<file path="src/rtl/core/gad_ram.sv">
// Generic single-write, single-read RAM with a registered read port.
// Read data holds while no read is enabled. Depends on nothing.
`default_nettype none

module gad_ram #(
  parameter int Width = 8,
  parameter int Depth = 16
) (
  input  wire logic                     clk_i,
  input  wire logic                     wr_en_i,
  input  wire logic [$clog2(Depth)-1:0] wr_addr_i,
  input  wire logic [Width-1:0]         wr_data_i,
  input  wire logic                     rd_en_i,
  input  wire logic [$clog2(Depth)-1:0] rd_addr_i,
  output logic      [Width-1:0]         rd_data_o
);

  logic [Width-1:0] mem_q [Depth];

  always_ff @(posedge clk_i) begin
    if (wr_en_i) begin
      mem_q[wr_addr_i] <= wr_data_i;
    end
    if (rd_en_i) begin
      rd_data_o <= mem_q[rd_addr_i];
    end
  end

endmodule

`default_nettype wire

</file>
<file path="config.mk">
export PLATFORM = sky130hd
export DESIGN_NAME = gad_ram
export DESIGN_NICKNAME = d
export VERILOG_FILES = /design/src/rtl/core/gad_ram.sv
export SDC_FILE = /design/constraint.sdc
export NUM_CORES = 1
export LEC_CHECK = 0
export BUFFER_PORTS_ARGS = -buffer_cell sky130_fd_sc_hd__buf_2
export CAP_MARGIN = 20
export CORE_MARGIN = 2
export CORE_UTILIZATION = 60
export DETAILED_ROUTE_END_ITERATION = 8
export HOLD_SLACK_MARGIN = 0.06
export PLACE_DENSITY = 0.78
export RECOVER_POWER = 50
export SLEW_MARGIN = 20
export SYNTH_ARGS = -nofsm -noshare
export SYNTH_HDL_FRONTEND = slang
export SYNTH_SLANG_ARGS = --single-unit
</file>
<file path="constraint.sdc">
create_clock -name clk_i -period 2.6 [get_ports clk_i]
set_clock_uncertainty 0.15 [all_clocks]
set_input_delay 0.52 -clock clk_i [delete_from_list [all_inputs] [get_ports clk_i]]
set_output_delay 0.52 -clock clk_i [all_outputs]
set_load 0.02 [all_outputs]
</file>
**Word level (Yosys, flattened, before mapping)**

Memories as Yosys holds them, arrays and structs flattened. A register that Yosys moved wholly into a read port is not among the register bits.
Index checks and enable logic that the tools add are counted.

- Memories kept: 1
- Bits in registers: 0
- RAM bits: 128
- Input bits: 19
- Output and inout port bits: 8

- Multiplexer cells: 2

Memories:

| memory | depth | width | rd ports | clocked after Yosys merged registers in | write ports | line | source |
|---|---|---|---|---|---|---|---|
| mem_q | 16 | 8 | 1 | 1 | 1 | 18 | `logic [Width-1:0] mem_q [Depth];` |

Operator list:

| kind | number |
|---|---|
| 1-bit two-way mux | 2 |

**Depth between registers and ports, before layout**

- Depth after elaboration: 2
- Gate-level depth with buffers: 5
- Mapped depth without buffers: 3

**Worst setup path after synthesis**

OpenSTA, ideal clock, no wires.

- Path kind: input to register
- Start: input port wr_addr_i[2]
- End: memory mem_q[0][0] (enable)
- Setup time: 0.383 ns
- Arrival: 1.630 ns
- Stages: 2
- Setup slack: 0.437 ns
- Path through: or3b_2 nor3_1

RTL lines:

| what | line | source |
|---|---|---|
| start: declaration | 11 | `input wire logic [$clog2(Depth)-1:0] wr_addr_i,` |
| end: declaration | 18 |  |

Straight into the memory's write port.

**Worst setup path in the final report**

- Start: register rd_data_o[5], read port of mem_q
- End: output port rd_data_o[5]

RTL lines:

| what | line | source |
|---|---|---|
| start: declaration | 15 | `output logic [Width-1:0] rd_data_o` |

No word-level cell between the ends.

==> impl_metrics.env <==
export IMPL_grt_overflow=0
export IMPL_powerDensity_nw_per_um2=828
export IMPL_coreArea_um2=8590
export IMPL_ant_nets=0
export IMPL_synth_warnings=0
export IMPL_synth_nets=248
export IMPL_worstPathRequired_ns=1.93
export IMPL_crit_slowest_cell="edfxtp_1"
export IMPL_drt_iter0_markers=291
export IMPL_wl_per_cell_um=25.9
export IMPL_regToRegSetupSlack_ns=0.90
export IMPL_die_area_um2=9480
export IMPL_power_switching_mw=1.01
export IMPL_syn_inst=229
export IMPL_route_detailed_drc=0
export IMPL_htree_levels=4
export IMPL_viasPerCell=6.20
export IMPL_clk_latency_ns=0.52
export IMPL_die_w_um=97.3
export IMPL_max_cap_viol_count=0
export IMPL_io_pins=27
export IMPL_path_cells="buf_2"
export IMPL_critPathBufInv=1
export IMPL_hold_depth=1
export IMPL_layout_min_cycle_time_ns=1.77
export IMPL_slew_violations=0
export IMPL_cts_setup_buffers=0
export IMPL_final_setup_viol_count=0
export IMPL_ff2ff_path_depth=3
export IMPL_gp_congestion=0.720
export IMPL_layout_drive_gt1_share_pct=28.3
export IMPL_initial_core_util_pct=60.8
export IMPL_grt_pass1_wl_mm=15.9
export IMPL_antenna_found_initial=0
export IMPL_vias=2511
export IMPL_crit_fanout=1
export IMPL_hold_ws_ns=0.363
export IMPL_row_count=34
export IMPL_swShare_pct=19.7
export IMPL_port_buffer_count=26
export IMPL_cts_buffers=17
export IMPL_worstHoldStart="rd_en_i"
export IMPL_rsz0062_at_grt="false"
export IMPL_antenna_cells=0
export IMPL_vdd_drop_max_uv=455
export IMPL_cts_hold_buf=0
export IMPL_final_common_cell="edfxtp_1"
export IMPL_cellInternalPower_mw=4.11
export IMPL_fill_cells=491
export IMPL_fmax_mhz=564
export IMPL_relSlewSlack_pct=49.2
export IMPL_r2r_end="rd_data_o[3]"
export IMPL_hold_violations=0
export IMPL_status="finished clean"
export IMPL_cts_tree="yes"
export IMPL_worstPathArrival_ns=1.10
export IMPL_startpoint_type="register"
export IMPL_grtUsageTotal_pct=24.1
export IMPL_cp_end_kind="primary output"
export IMPL_fin_crit_sh_pct=68.2
export IMPL_avgSynthCellArea_um2=22.8
export IMPL_place_ws_ns=0.312
export IMPL_netlist_cell_type_count=18
export IMPL_clkPwrFrac_pct=46.7
export IMPL_area_growth_pct=18.2
export IMPL_fp_dieH_um=97.3
export IMPL_cts_root_buffer="clkbuf_8"
export IMPL_setup_slack_ns=0.826
export IMPL_path_clk_slew_ns=0.06
export IMPL_tightest_slew_ns=0.761
export IMPL_pwr_share_comb_pct=4.7
export IMPL_post_cts_resized=0
export IMPL_r2r_start="mem_q[1][3]"
export IMPL_first_global_vias=2650
export IMPL_min_to="rd_data_o[4]"
export IMPL_worstSetupPathType="reg2out"
export IMPL_cp_top_family="flip-flops"
export IMPL_power_leakage_nw=2.08
export IMPL_hold_class="in2reg"
export IMPL_mostFrequentLayoutCells="edfxtp_1, mux4_2, buf_4"
export IMPL_nets=304
export IMPL_hpwlAfterDp_mm=6.08
export IMPL_routed_wl_mm=10.5
export IMPL_drt_pre_antenna_iters=4
export IMPL_slowest_delay_ns=0.40
export IMPL_clock_sinks=136
export IMPL_synth_seq_cells=136
export IMPL_syn_cell_area_um2=5230
export IMPL_clock_path_buffers=2
export IMPL_synth_seq_area_share_pct=78.1
export IMPL_sequentialPowerShare_pct=48.6
export IMPL_finalSetupTns_ns=0
export IMPL_grt_max_degree=18
synth_stat cells:
| library cell | instances | area, µm² |
|---|---|---|
| buf_2 | 3 | 15.0 |
| nor2_1 | 13 | 48.8 |
| nor2b_1 | 1 | 6.26 |
| buf_4 | 1 | 7.51 |
| clkdlybuf4s25_2 | 3 | 30.0 |
| nand3_1 | 1 | 5.00 |
| edfxtp_1 | 136 | 4080 |
| nand3b_1 | 2 | 15.0 |
| nand2_1 | 9 | 33.8 |
| buf_6 | 3 | 33.8 |
| mux4_2 | 18 | 405 |
| nand2b_1 | 2 | 12.5 |
| mux4_1 | 14 | 368 |
| a22oi_1 | 16 | 120 |
| or3b_2 | 1 | 8.76 |
| and2_1 | 1 | 6.26 |
| nor3_1 | 4 | 20.0 |
| and2b_1 | 1 | 7.51 |
how the worst max path moves through the flow:
stage | start | end | slack [ns] | cells past startpoint
2_1_floorplan | wr_addr_i[2] | mem_q[0][0] | 0.44 | 2
3_3_place_gp | rd_addr_i[1] | rd_data_o[5] | 0.37 | 5
3_5_place_dp | rd_addr_i[1] | rd_data_o[5] | 0.31 | 5
6_report | rd_data_o[5] | rd_data_o[5] | 0.83 | 1
4_1_cts | rd_data_o[5] | rd_data_o[5] | 0.81 | 1
5_1_grt | rd_data_o[5] | rd_data_o[5] | 0.78 | 1
final cells by class:
class | instances | area [µm²] | area share [%]
clock inverter | 14 | 181 | 2.94
multi-input combinational | 83 | 1060 | 17.1
timing repair buffer | 47 | 309 | 5.00
clock buffer | 17 | 414 | 6.70
tap | 108 | 135 | 2.19
sequential | 136 | 4080 | 66.1
state kept, by name (all words and copies together) (netlist names):
register,cells
mem_q,128
rd_data_o,8
per-layer routing:
metal | vias to the layer above | GRT usage [%] | wire, µm
met2 | 114 | 37.7 | 5440
met3 | 13 | 7.77 | 846
met1 | 1295 | 32.9 | 4070
met4 | 0 | 8.12 | 145
met5 | - | 0 | 0
li1 | 1089 | - | -
power by group through the flow:
stage	Clock, mW	Sequential, mW	Combinational (mW)
after floorplan	0	2.54	0.125
after global placement	0	2.53	0.234
after detailed placement	0	2.53	0.242
after CTS	2.42	2.49	0.246
after global routing	2.50	2.49	0.258
final	2.39	2.49	0.241
stage by stage:
step	total power [mW]	area [µm²]	utilization (%)	cells
floorplan	2.66	5230	-	229
global placement	2.76	5600	65.2	374
detailed placement	2.77	5600	65.2	374
CTS	5.15	6200	72.1	405
global route	5.25	6180	71.9	405
finish	5.12	6180	71.9	405
logic make-up (layout without fill, tap and decap cells):
group / Yosys count / count (layout) / share of synthesized area [%]
muxes: 32 / 32 / 14.8
and+or+nand+nor: 35 / 35 / 3.14
DFF: 136 / 136 / 78.1
AOI/OAI and AO/OA: 16 / 16 / 2.30
buffers and inverters: 10 / 78 / 1.65
(Power assumes the default switching activity.)
